[src/rtl/core/tse_pkg.sv]
// ----------------------------------------------------------------------------
// tse_pkg: shared types and constants for the topological sort engine
// Item and result structs, command and status codes, memory sizes.
// ----------------------------------------------------------------------------
package tse_pkg;

    localparam int NODE_W    = 6;
    localparam int MAX_NODES = 64;
    localparam int MAX_EDGES = 256;
    localparam int EDGE_AW   = 8;   // edge store address bits
    localparam int ECNT_W    = 9;   // edge count, holds MAX_EDGES itself
    localparam int DEG_W     = 9;   // in-degree, at most MAX_EDGES
    localparam int QCNT_W    = 7;   // queue head/tail, holds MAX_NODES itself

    typedef enum logic [1:0] {
        FUNC_NODE = 2'd0,
        FUNC_EDGE = 2'd1,
        FUNC_RUN  = 2'd2,
        FUNC_NONE = 2'd3
    } func_t;

    typedef enum logic [1:0] {
        ST_ORDER    = 2'd0,
        ST_CYCLE    = 2'd1,
        ST_EMPTY    = 2'd2,
        ST_OVERFLOW = 2'd3
    } status_t;

    typedef struct packed {
        logic [1:0]        func;
        logic [NODE_W-1:0] src_node;
        logic [NODE_W-1:0] dst_node;
    } in_t;

    typedef struct packed {
        logic [NODE_W-1:0] node;
        logic [1:0]        status;
        logic              last;
    } out_t;

    typedef enum logic [3:0] {
        CMD_NOP,
        CMD_TAKE,
        CMD_INC,
        CMD_SCAN_RD,
        CMD_SCAN_CHK,
        CMD_POP_RD,
        CMD_POP_LOAD,
        CMD_EDGE_RD,
        CMD_EDGE_CHK,
        CMD_DEC,
        CMD_EMIT_INIT,
        CMD_EMIT_RD,
        CMD_EMIT_OUT,
        CMD_STAT,
        CMD_CLEAR
    } cmd_t;

    typedef struct packed {
        logic [1:0] func;       // func of the item on the input channel
        logic       full;       // edge store full
        logic       overflow;   // an edge was dropped since the last run
        logic       scan_done;  // scan index at the last node
        logic       cnt_zero;   // no present node
        logic       q_empty;    // queue head caught up with tail
        logic       e_done;     // edge index reached edge count
        logic       src_match;  // fetched edge leaves the current node
        logic       mismatch;   // ordered count differs from present count
        logic       emit_last;  // emit index at the final queue entry
        logic       out_busy;   // output register cannot take a result
    } stat_t;

endpackage

[src/rtl/core/topological_sort_engine_core.sv]
// ----------------------------------------------------------------------------
// topological_sort_engine_core: Kahn topological sort over a loaded graph
// Takes node/edge/run transactions and streams the sorted order or a status.
// ----------------------------------------------------------------------------
// A declare-node transaction is taken alone; an add-edge transaction adds an
// S_INC step (read-modify-write of the in-degree memory). A run transaction
// blocks input during a zero-in-degree scan of every node slot (read, check),
// then per queued node a pop and a load plus a read and a check per stored
// edge (a decrement on a match), since every pop walks the whole edge store
// through its single read port; then a read and an output step per emitted
// node plus any output stall, and a graph clear. An overflowed edge store
// reports status 3 right away. Results leave through an output register, so
// the next load transaction is taken while the final result still waits.
module topological_sort_engine_core (
    input  logic          aclk,
    input  logic          aresetn,
    // input transactions
    input  logic          s_valid,
    output logic          s_ready,
    input  tse_pkg::in_t  s_data,
    // result transactions
    output logic          m_valid,
    input  logic          m_ready,
    output tse_pkg::out_t m_data
);

    tse_pkg::cmd_t  cmd;
    tse_pkg::stat_t stat;

    // sequencer: one command per cycle to the datapath
    tse_ctrl u_ctrl (
        .aclk    (aclk),
        .aresetn (aresetn),
        .s_valid (s_valid),
        .s_ready (s_ready),
        .stat    (stat),
        .cmd     (cmd)
    );

    // memories, counters and output register
    tse_dp u_dp (
        .aclk    (aclk),
        .aresetn (aresetn),
        .cmd     (cmd),
        .stat    (stat),
        .s_data  (s_data),
        .m_valid (m_valid),
        .m_ready (m_ready),
        .m_data  (m_data)
    );

endmodule

[src/rtl/core/tse_ctrl.sv]
// ----------------------------------------------------------------------------
// tse_ctrl: sequencer for the topological sort engine
// Steps load, scan, pop/relax, check and emit phases; issues datapath commands.
// ----------------------------------------------------------------------------
module tse_ctrl (
    input  logic           aclk,
    input  logic           aresetn,
    input  logic           s_valid,
    output logic           s_ready,
    input  tse_pkg::stat_t stat,
    output tse_pkg::cmd_t  cmd
);

    typedef enum logic [3:0] {
        S_IDLE,
        S_INC,
        S_SCAN_RD,
        S_SCAN_CHK,
        S_SCAN_END,
        S_POP,
        S_POP_LOAD,
        S_EDGE_RD,
        S_EDGE_CHK,
        S_DEC,
        S_CHECK,
        S_EMIT_RD,
        S_EMIT_OUT,
        S_STAT,
        S_CLEAR
    } state_t;

    state_t state_reg, state_next;

    assign s_ready = (state_reg == S_IDLE);

    always_comb begin
        state_next = state_reg;
        cmd        = tse_pkg::CMD_NOP;
        unique case (state_reg)
            S_IDLE: begin
                if (s_valid) begin
                    cmd = tse_pkg::CMD_TAKE;
                    if (stat.func == tse_pkg::FUNC_EDGE && !stat.full) begin
                        state_next = S_INC;
                    end else if (stat.func == tse_pkg::FUNC_RUN) begin
                        state_next = stat.overflow ? S_STAT : S_SCAN_RD;
                    end
                end
            end
            S_INC: begin
                cmd        = tse_pkg::CMD_INC;
                state_next = S_IDLE;
            end
            S_SCAN_RD: begin
                cmd        = tse_pkg::CMD_SCAN_RD;
                state_next = S_SCAN_CHK;
            end
            S_SCAN_CHK: begin
                cmd        = tse_pkg::CMD_SCAN_CHK;
                state_next = stat.scan_done ? S_SCAN_END : S_SCAN_RD;
            end
            S_SCAN_END: begin
                state_next = stat.cnt_zero ? S_STAT : S_POP;
            end
            S_POP: begin
                if (stat.q_empty) begin
                    state_next = S_CHECK;
                end else begin
                    cmd        = tse_pkg::CMD_POP_RD;
                    state_next = S_POP_LOAD;
                end
            end
            S_POP_LOAD: begin
                cmd        = tse_pkg::CMD_POP_LOAD;
                state_next = S_EDGE_RD;
            end
            S_EDGE_RD: begin
                if (stat.e_done) begin
                    state_next = S_POP;
                end else begin
                    cmd        = tse_pkg::CMD_EDGE_RD;
                    state_next = S_EDGE_CHK;
                end
            end
            S_EDGE_CHK: begin
                cmd        = tse_pkg::CMD_EDGE_CHK;
                state_next = stat.src_match ? S_DEC : S_EDGE_RD;
            end
            S_DEC: begin
                cmd        = tse_pkg::CMD_DEC;
                state_next = S_EDGE_RD;
            end
            S_CHECK: begin
                if (stat.mismatch) begin
                    state_next = S_STAT;
                end else begin
                    cmd        = tse_pkg::CMD_EMIT_INIT;
                    state_next = S_EMIT_RD;
                end
            end
            S_EMIT_RD: begin
                cmd        = tse_pkg::CMD_EMIT_RD;
                state_next = S_EMIT_OUT;
            end
            S_EMIT_OUT: begin
                if (!stat.out_busy) begin
                    cmd        = tse_pkg::CMD_EMIT_OUT;
                    state_next = stat.emit_last ? S_CLEAR : S_EMIT_RD;
                end
            end
            S_STAT: begin
                if (!stat.out_busy) begin
                    cmd        = tse_pkg::CMD_STAT;
                    state_next = S_CLEAR;
                end
            end
            S_CLEAR: begin
                cmd        = tse_pkg::CMD_CLEAR;
                state_next = S_IDLE;
            end
            default: state_next = S_IDLE;
        endcase
    end

    always_ff @(posedge aclk) begin
        if (!aresetn) begin
            state_reg <= S_IDLE;
        end else begin
            state_reg <= state_next;
        end
    end

endmodule

[src/rtl/core/tse_dp.sv]
// ----------------------------------------------------------------------------
// tse_dp: datapath of the topological sort engine
// Edge store, in-degree memory, order queue, counters and output register.
// ----------------------------------------------------------------------------
module tse_dp (
    input  logic           aclk,
    input  logic           aresetn,
    input  tse_pkg::cmd_t  cmd,
    output tse_pkg::stat_t stat,
    input  tse_pkg::in_t   s_data,
    output logic           m_valid,
    input  logic           m_ready,
    output tse_pkg::out_t  m_data
);

    typedef struct packed {
        logic [tse_pkg::NODE_W-1:0] src;
        logic [tse_pkg::NODE_W-1:0] dst;
    } edge_t;

    localparam logic [tse_pkg::NODE_W-1:0] LAST_NODE = '1;

    // storage
    edge_t                      edge_mem [tse_pkg::MAX_EDGES];
    logic [tse_pkg::DEG_W-1:0]  deg_mem  [tse_pkg::MAX_NODES];
    logic [tse_pkg::NODE_W-1:0] q_mem    [tse_pkg::MAX_NODES];

    edge_t                       edge_rdata_reg;
    logic [tse_pkg::DEG_W-1:0]   deg_rdata_reg;
    logic                        deg_vld_reg;
    logic [tse_pkg::NODE_W-1:0]  q_rdata_reg;

    logic [tse_pkg::MAX_NODES-1:0] present_reg, present_next;
    logic [tse_pkg::MAX_NODES-1:0] dvalid_reg, dvalid_next;
    logic [tse_pkg::ECNT_W-1:0]    ecnt_reg, ecnt_next;
    logic                          ovf_reg, ovf_next;
    logic [tse_pkg::NODE_W-1:0]    dst_reg, dst_next;
    logic [tse_pkg::NODE_W-1:0]    n_reg, n_next;
    logic [tse_pkg::QCNT_W-1:0]    cnt_reg, cnt_next;
    logic [tse_pkg::QCNT_W-1:0]    head_reg, head_next;
    logic [tse_pkg::QCNT_W-1:0]    tail_reg, tail_next;
    logic [tse_pkg::ECNT_W-1:0]    e_reg, e_next;
    logic [tse_pkg::NODE_W-1:0]    cur_reg, cur_next;
    logic                          mval_reg, mval_next;
    tse_pkg::out_t                 out_reg, out_next;

    logic [tse_pkg::DEG_W-1:0]  deg_eff;
    logic                       deg_re, deg_we;
    logic [tse_pkg::NODE_W-1:0] deg_raddr, deg_waddr;
    logic [tse_pkg::DEG_W-1:0]  deg_wdata;
    logic                       q_we, q_re;
    logic [tse_pkg::NODE_W-1:0] q_raddr;
    logic                       e_we, e_re;
    logic                       tail_room;
    tse_pkg::func_t             func;

    assign func      = tse_pkg::func_t'(s_data.func);
    assign deg_eff   = deg_vld_reg ? deg_rdata_reg : '0;
    assign tail_room = (tail_reg != tse_pkg::QCNT_W'(tse_pkg::MAX_NODES));

    assign stat.func      = s_data.func;
    assign stat.full      = (ecnt_reg == tse_pkg::ECNT_W'(tse_pkg::MAX_EDGES));
    assign stat.overflow  = ovf_reg;
    assign stat.scan_done = (n_reg == LAST_NODE);
    assign stat.cnt_zero  = (cnt_reg == '0);
    assign stat.q_empty   = (head_reg == tail_reg);
    assign stat.e_done    = (e_reg == ecnt_reg);
    assign stat.src_match = (edge_rdata_reg.src == cur_reg);
    assign stat.mismatch  = (tail_reg != cnt_reg);
    assign stat.emit_last = ((tse_pkg::QCNT_W'(n_reg) + 1'b1) == tail_reg);
    assign stat.out_busy  = mval_reg & ~m_ready;

    assign m_valid = mval_reg;
    assign m_data  = out_reg;

    always_comb begin
        present_next = present_reg;
        dvalid_next  = dvalid_reg;
        ecnt_next    = ecnt_reg;
        ovf_next     = ovf_reg;
        dst_next     = dst_reg;
        n_next       = n_reg;
        cnt_next     = cnt_reg;
        head_next    = head_reg;
        tail_next    = tail_reg;
        e_next       = e_reg;
        cur_next     = cur_reg;
        mval_next    = mval_reg & ~m_ready;
        out_next     = out_reg;
        deg_re       = 1'b0;
        deg_raddr    = edge_rdata_reg.dst;
        deg_we       = 1'b0;
        deg_waddr    = dst_reg;
        deg_wdata    = deg_eff + 1'b1;
        q_we         = 1'b0;
        q_re         = 1'b0;
        q_raddr      = n_reg;
        e_we         = 1'b0;
        e_re         = 1'b0;
        unique case (cmd)
            tse_pkg::CMD_TAKE: begin
                deg_re    = 1'b1;
                deg_raddr = s_data.dst_node;
                unique case (func)
                    tse_pkg::FUNC_NODE: present_next[s_data.src_node] = 1'b1;
                    tse_pkg::FUNC_EDGE: begin
                        present_next[s_data.src_node] = 1'b1;
                        present_next[s_data.dst_node] = 1'b1;
                        dst_next = s_data.dst_node;
                        if (stat.full) begin
                            ovf_next = 1'b1;
                        end else begin
                            e_we      = 1'b1;
                            ecnt_next = ecnt_reg + 1'b1;
                        end
                    end
                    tse_pkg::FUNC_RUN: begin
                        n_next    = '0;
                        cnt_next  = '0;
                        head_next = '0;
                        tail_next = '0;
                    end
                    default: ;
                endcase
            end
            tse_pkg::CMD_INC: begin
                deg_we = 1'b1;
                dvalid_next[dst_reg] = 1'b1;
            end
            tse_pkg::CMD_SCAN_RD: begin
                deg_re    = 1'b1;
                deg_raddr = n_reg;
            end
            tse_pkg::CMD_SCAN_CHK: begin
                if (present_reg[n_reg]) begin
                    cnt_next = cnt_reg + 1'b1;
                    if (deg_eff == '0 && tail_room) begin
                        q_we      = 1'b1;
                        tail_next = tail_reg + 1'b1;
                    end
                end
                n_next = n_reg + 1'b1;
            end
            tse_pkg::CMD_POP_RD: begin
                q_re      = 1'b1;
                q_raddr   = head_reg[tse_pkg::NODE_W-1:0];
                head_next = head_reg + 1'b1;
            end
            tse_pkg::CMD_POP_LOAD: begin
                cur_next = q_rdata_reg;
                e_next   = '0;
            end
            tse_pkg::CMD_EDGE_RD: e_re = 1'b1;
            tse_pkg::CMD_EDGE_CHK: begin
                if (stat.src_match) begin
                    deg_re = 1'b1;
                end else begin
                    e_next = e_reg + 1'b1;
                end
            end
            tse_pkg::CMD_DEC: begin
                // already-zero destinations are skipped
                if (deg_eff != '0) begin
                    deg_we    = 1'b1;
                    deg_waddr = edge_rdata_reg.dst;
                    deg_wdata = deg_eff - 1'b1;
                    dvalid_next[edge_rdata_reg.dst] = 1'b1;
                    if (deg_eff == tse_pkg::DEG_W'(1) && tail_room) begin
                        q_we      = 1'b1;
                        tail_next = tail_reg + 1'b1;
                    end
                end
                e_next = e_reg + 1'b1;
            end
            tse_pkg::CMD_EMIT_INIT: n_next = '0;
            tse_pkg::CMD_EMIT_RD:   q_re = 1'b1;
            tse_pkg::CMD_EMIT_OUT: begin
                mval_next       = 1'b1;
                out_next.node   = q_rdata_reg;
                out_next.status = tse_pkg::ST_ORDER;
                out_next.last   = stat.emit_last;
                n_next          = n_reg + 1'b1;
            end
            tse_pkg::CMD_STAT: begin
                mval_next     = 1'b1;
                out_next.node = '0;
                out_next.last = 1'b1;
                priority if (ovf_reg) begin
                    out_next.status = tse_pkg::ST_OVERFLOW;
                end else if (cnt_reg == '0) begin
                    out_next.status = tse_pkg::ST_EMPTY;
                end else begin
                    out_next.status = tse_pkg::ST_CYCLE;
                end
            end
            tse_pkg::CMD_CLEAR: begin
                present_next = '0;
                dvalid_next  = '0;
                ecnt_next    = '0;
                ovf_next     = 1'b0;
            end
            default: ;
        endcase
    end

    // queue write address is the tail; scan pushes n, relax pushes the edge target
    logic [tse_pkg::NODE_W-1:0] q_wdata;
    assign q_wdata = (cmd == tse_pkg::CMD_DEC) ? edge_rdata_reg.dst : n_reg;

    always_ff @(posedge aclk) begin
        if (e_we) begin
            edge_mem[ecnt_reg[tse_pkg::EDGE_AW-1:0]] <= '{src: s_data.src_node,
                                                          dst: s_data.dst_node};
        end
        if (e_re) begin
            edge_rdata_reg <= edge_mem[e_reg[tse_pkg::EDGE_AW-1:0]];
        end
    end

    always_ff @(posedge aclk) begin
        if (deg_we) begin
            deg_mem[deg_waddr] <= deg_wdata;
        end
        if (deg_re) begin
            deg_rdata_reg <= deg_mem[deg_raddr];
            deg_vld_reg   <= dvalid_reg[deg_raddr];
        end
    end

    always_ff @(posedge aclk) begin
        if (q_we) begin
            q_mem[tail_reg[tse_pkg::NODE_W-1:0]] <= q_wdata;
        end
        if (q_re) begin
            q_rdata_reg <= q_mem[q_raddr];
        end
    end

    always_ff @(posedge aclk) begin
        if (!aresetn) begin
            present_reg <= '0;
            dvalid_reg  <= '0;
            ecnt_reg    <= '0;
            ovf_reg     <= 1'b0;
            mval_reg    <= 1'b0;
            n_reg       <= '0;
            cnt_reg     <= '0;
            head_reg    <= '0;
            tail_reg    <= '0;
            e_reg       <= '0;
        end else begin
            present_reg <= present_next;
            dvalid_reg  <= dvalid_next;
            ecnt_reg    <= ecnt_next;
            ovf_reg     <= ovf_next;
            mval_reg    <= mval_next;
            n_reg       <= n_next;
            cnt_reg     <= cnt_next;
            head_reg    <= head_next;
            tail_reg    <= tail_next;
            e_reg       <= e_next;
        end
    end

    always_ff @(posedge aclk) begin
        dst_reg <= dst_next;
        cur_reg <= cur_next;
        out_reg <= out_next;
    end

endmodule
[config.mk]
export PLATFORM = sky130hd
export DESIGN_NAME = topological_sort_engine_core
export DESIGN_NICKNAME = d
export VERILOG_FILES = /design/src/rtl/core/tse_pkg.sv /design/src/rtl/core/topological_sort_engine_core.sv /design/src/rtl/core/tse_ctrl.sv /design/src/rtl/core/tse_dp.sv
export SDC_FILE = /design/constraint.sdc
export NUM_CORES = 2
export LEC_CHECK = 0
export BUFFER_PORTS_ARGS = -buffer_cell sky130_fd_sc_hd__buf_2
export CORE_MARGIN = 2
export CORE_UTILIZATION = 44
export DETAILED_ROUTE_END_ITERATION = 8
export SLEW_MARGIN = 20
export SYNTH_ARGS = -nofsm -noshare
export SYNTH_HDL_FRONTEND = slang
export SYNTH_SLANG_ARGS = --single-unit
[constraint.sdc]
create_clock -name aclk -period 7.5 [get_ports aclk]
set_input_delay 2.25 -clock aclk [delete_from_list [all_inputs] [get_ports aclk]]
set_output_delay 2.25 -clock aclk [all_outputs]
set_load 0.05 [all_outputs]
==> reports/results.tsv <==
metric	value	unit
status	finished, final reports clean	
post-layout instance area	0.1904	sq mm
Hold Path End	u_dp.present_reg[38]$_SDFFE_PN0P_	
DP HPWL	259600	um
top post-synthesis cells by area	edfxtp_1 (73%), mux4_2 (14%), dfxtp_1 (2.1%)	
VDD IR max	226.0	uV
Post-CTS Repair Setup Buffers	0	
DR pass1 iterations	6	
Yosys top cell area share	72.61	%
fraction of layout cells with a size suffix above 1	22.53	%
clock tree buffer depth	4	
critical path type	flip-flop to flip-flop	
endpoints failing setup	0	
worst reg2reg path depth	12	
Fin. Hold Viols	0	
Area growth syn-to-layout	12.81	%
Req. time, crit path	8360	ps
fin. max-slew vios	0	
number of cells on the worst hold path	2	
EDFF count, synth	4081	
Fmax	178.9	MHz
vias in the first global route	86900	
hold crit path type	flip-flop to flip-flop	
CTS tree	built	
gr usage total	21.98	%
core region area	0.3820	sq mm
# port buffers	28	
r2r setup slk	1910	ps
Arr. time, crit path	6450	ps
total number of vias	88310	
DR vias/cell	6.009	
row count	227	
DRC Markers	0	
r2r endpoint	u_dp.deg_rdata_reg[1]$_DFFE_PP_	
gr ovfl total	0	
Top FF cell, synth	edfxtp_1	
register area share after synthesis	74.74	%
Post-CTS Hold Fix Bufs	0	
Yosys reg bits	4260	
Die Wd	623.3	um
largest net degree at the start of global routing	205	
max FFs per register	3072	
total CTS buffers	433	
Die ar.	0.3885	sq mm
ys async rst share	0	%
worst skew pair latency	1020	ps
H-tree depth	5	
die height	623.3	um
Rel. slew slack	10.92	%
launch point of the worst hold path	u_dp.present_reg[38]$_SDFFE_PN0P_	
Tcrit/Tclk final	74.52	%
root buf cell	clkbuf_16	
Mapped Nets	9109	
clk_skew	72.13	ps
CP Cell Sequence	xnor2_1 -> nand4_1 -> o31ai_2 -> inv_2 -> o211a_1 -> nor2_4 -> buf_4 -> nand2_1 -> nand4_1 -> a31oi_1 -> nor4_1 -> and4b_1	
overall routed net length	434000	um
Lkg Pwr	58.46	nW
Fillers	30510	
synth unique cells	87	
Initial Utilization	44.18	%
RSZ-0062 raised after global routing	false	
# IOs	29	
Max FO, Critical Path	55	
Synth Warn #	0	
max-cap violations	0	
PostCTS Resize Cnt	0	
crit start category	flip-flop	
Fin Setup TNS	0	ps
synthesized instance count	9077	
first-pass GRT wire length	625900	um
RR Startpoint	u_dp.e_reg[0]$_SDFFE_PN0P_	
initial antenna violation count	23	
Initial DRC Count	11240	
Crit-path slowest cell	dfxtp_4	
Synth area leader	edfxtp_1	
Syn Std Cell Area	0.1688	sq mm
Detail Route Antenna Nets	0	
Routability Congestion	0.8922	
Worst setup EP type	flip-flop	
crit path time final	5589	ps
CP dominant cell by count	nand4_1	
slowest cell delay on critical path	760	ps
routed len/inst	29.53	um
worst-margin pin slew	1336	ps
Clock transition at path regs	60	ps
Sink Count	4260	
Mean Syn Cell Area	18.59	sq um
PD cells	263.1	mW/mm^2
placed instance area	0.1761	sq mm
Final #Nets	9317	
-- how the worst max path moves through the flow --
stage,from,endpoint,slack (ps),cells after the start
5_1_grt,u_dp.e_reg[0]$_SDFFE_PN0P_,u_dp.deg_rdata_reg[1]$_DFFE_PP_,1630,12
3_5_place_dp,m_ready,u_dp.deg_rdata_reg[1]$_DFFE_PP_,1100,12
3_3_place_gp,m_ready,u_dp.deg_rdata_reg[6]$_DFFE_PP_,1160,12
4_1_cts,u_dp.e_reg[0]$_SDFFE_PN0P_,u_dp.deg_rdata_reg[1]$_DFFE_PP_,2080,12
2_1_floorplan,u_dp.deg_rdata_reg[6]$_DFFE_PP_,u_dp.deg_mem[0][3]$_DFFE_PP_,1810,9
6_report,u_dp.e_reg[0]$_SDFFE_PN0P_,u_dp.deg_rdata_reg[1]$_DFFE_PP_,1910,12
-- worst max-delay path: cells and delay by family, from the launching register on --
kind | cells | cell delay, ps
AND/OR/NAND/NOR | 6 | 2190
AO/OA/AOI/OAI | 3 | 1310
buffers and inverters | 2 | 960
flip-flops | 1 | 760
XOR/XNOR | 1 | 190
-- synthesized netlist by cell type, types with 22 or more instances --
| cell type | instances |
|---|---|
| edfxtp_1 | 4081 |
| mux4_2 | 1039 |
| nand2_1 | 922 |
| nor2_1 | 626 |
| clkbuf_1 | 342 |
| nand3_1 | 291 |
| a21oi_1 | 216 |
| dfxtp_1 | 179 |
| buf_2 | 118 |
| o22ai_1 | 101 |
| mux2i_1 | 87 |
| o211ai_1 | 87 |
| buf_1 | 86 |
| a31oi_1 | 84 |
| o21ai_0 | 73 |
| and2_1 | 59 |
| a211oi_1 | 54 |
| nor4_1 | 45 |
| nor2b_1 | 44 |
| inv_1 | 39 |
| a32oi_1 | 37 |
| nand4_1 | 37 |
| xnor2_1 | 37 |
| a22o_1 | 35 |
| a22oi_1 | 30 |
| nor3_1 | 28 |
| xor2_1 | 28 |
| a211o_1 | 24 |
| a311oi_1 | 24 |
| and3_1 | 22 |
-- through the flow --
stage               hold WS, ps  power, mW  instances  setup slack, ps  utilization [%]
global placement          441.7      28.97      13890             1160            46.06
detailed placement        449.5      29.03      13890             1102            46.11
finish                    464.7      50.09      14700             1911            49.84
CTS                       464.7      50.42      14690             2077            49.81
floorplan                 418.0      27.97       9077             1814                -
global route              490.1      51.45      14690             1627            49.83
-- where the power goes --
group,switching (mW),internal [mW],leakage (nW)
logic,1.61,0.434,13.0
registers,0.0755,26.4,38.6
clock network,9.04,12.5,6.89
total,10.7,39.4,58.5
-- placed cells by master (no fill, tap or decap), types with 83 or more instances in the layout --
master	count
o22ai_1	100
a31oi_1	84
mux2i_1	83
clkbuf_16	442
a21oi_1	214
clkinv_1	103
nand3_1	291
dfxtp_1	173
mux4_2	1039
nand2_1	897
clkbuf_1	84
o211ai_1	87
nor2_2	83
nor2_1	541
buf_4	282
edfxtp_1	4081
-- area by class of cell --
type | count | area, sq um | area share (%)
Sequential cell | 4260 | 126200 | 66.26
Multi-Input combinational cell | 4211 | 40680 | 21.37
Clock buffer | 531 | 11440 | 6.011
Tap cell | 5038 | 6304 | 3.311
Timing Repair Buffer | 338 | 2952 | 1.550
Clock inverter | 269 | 2683 | 1.409
Inverter | 41 | 153.9 | 0.08083
Antenna cell | 9 | 22.52 | 0.01183
-- kinds of logic after synthesis --
family	count (synthesis)	synth area share (%)
buffers and inverters	606	1.482
AND/OR/NAND/NOR	2169	5.601
flip-flops	4260	74.74
AO/OA/AOI/OAI	828	3.297
adder cells (fa/ha/maj)	14	0.1038
multiplexers	1134	14.43
XOR/XNOR	66	0.3470
-- per-layer routing --
metal  routed length (um)  vias up  GRT usage [%]  part of all wire (%)
met4                12920        6          6.277                   3.0
met1               181200    46630          31.88                    42
met5                   44        -              0                 0.010
li1                     -    37080              -                     -
met2               205400     3919          34.65                    47
met3                34480      667          3.472                   7.9
No activity file was read; power rests on OpenSTA's default activity.
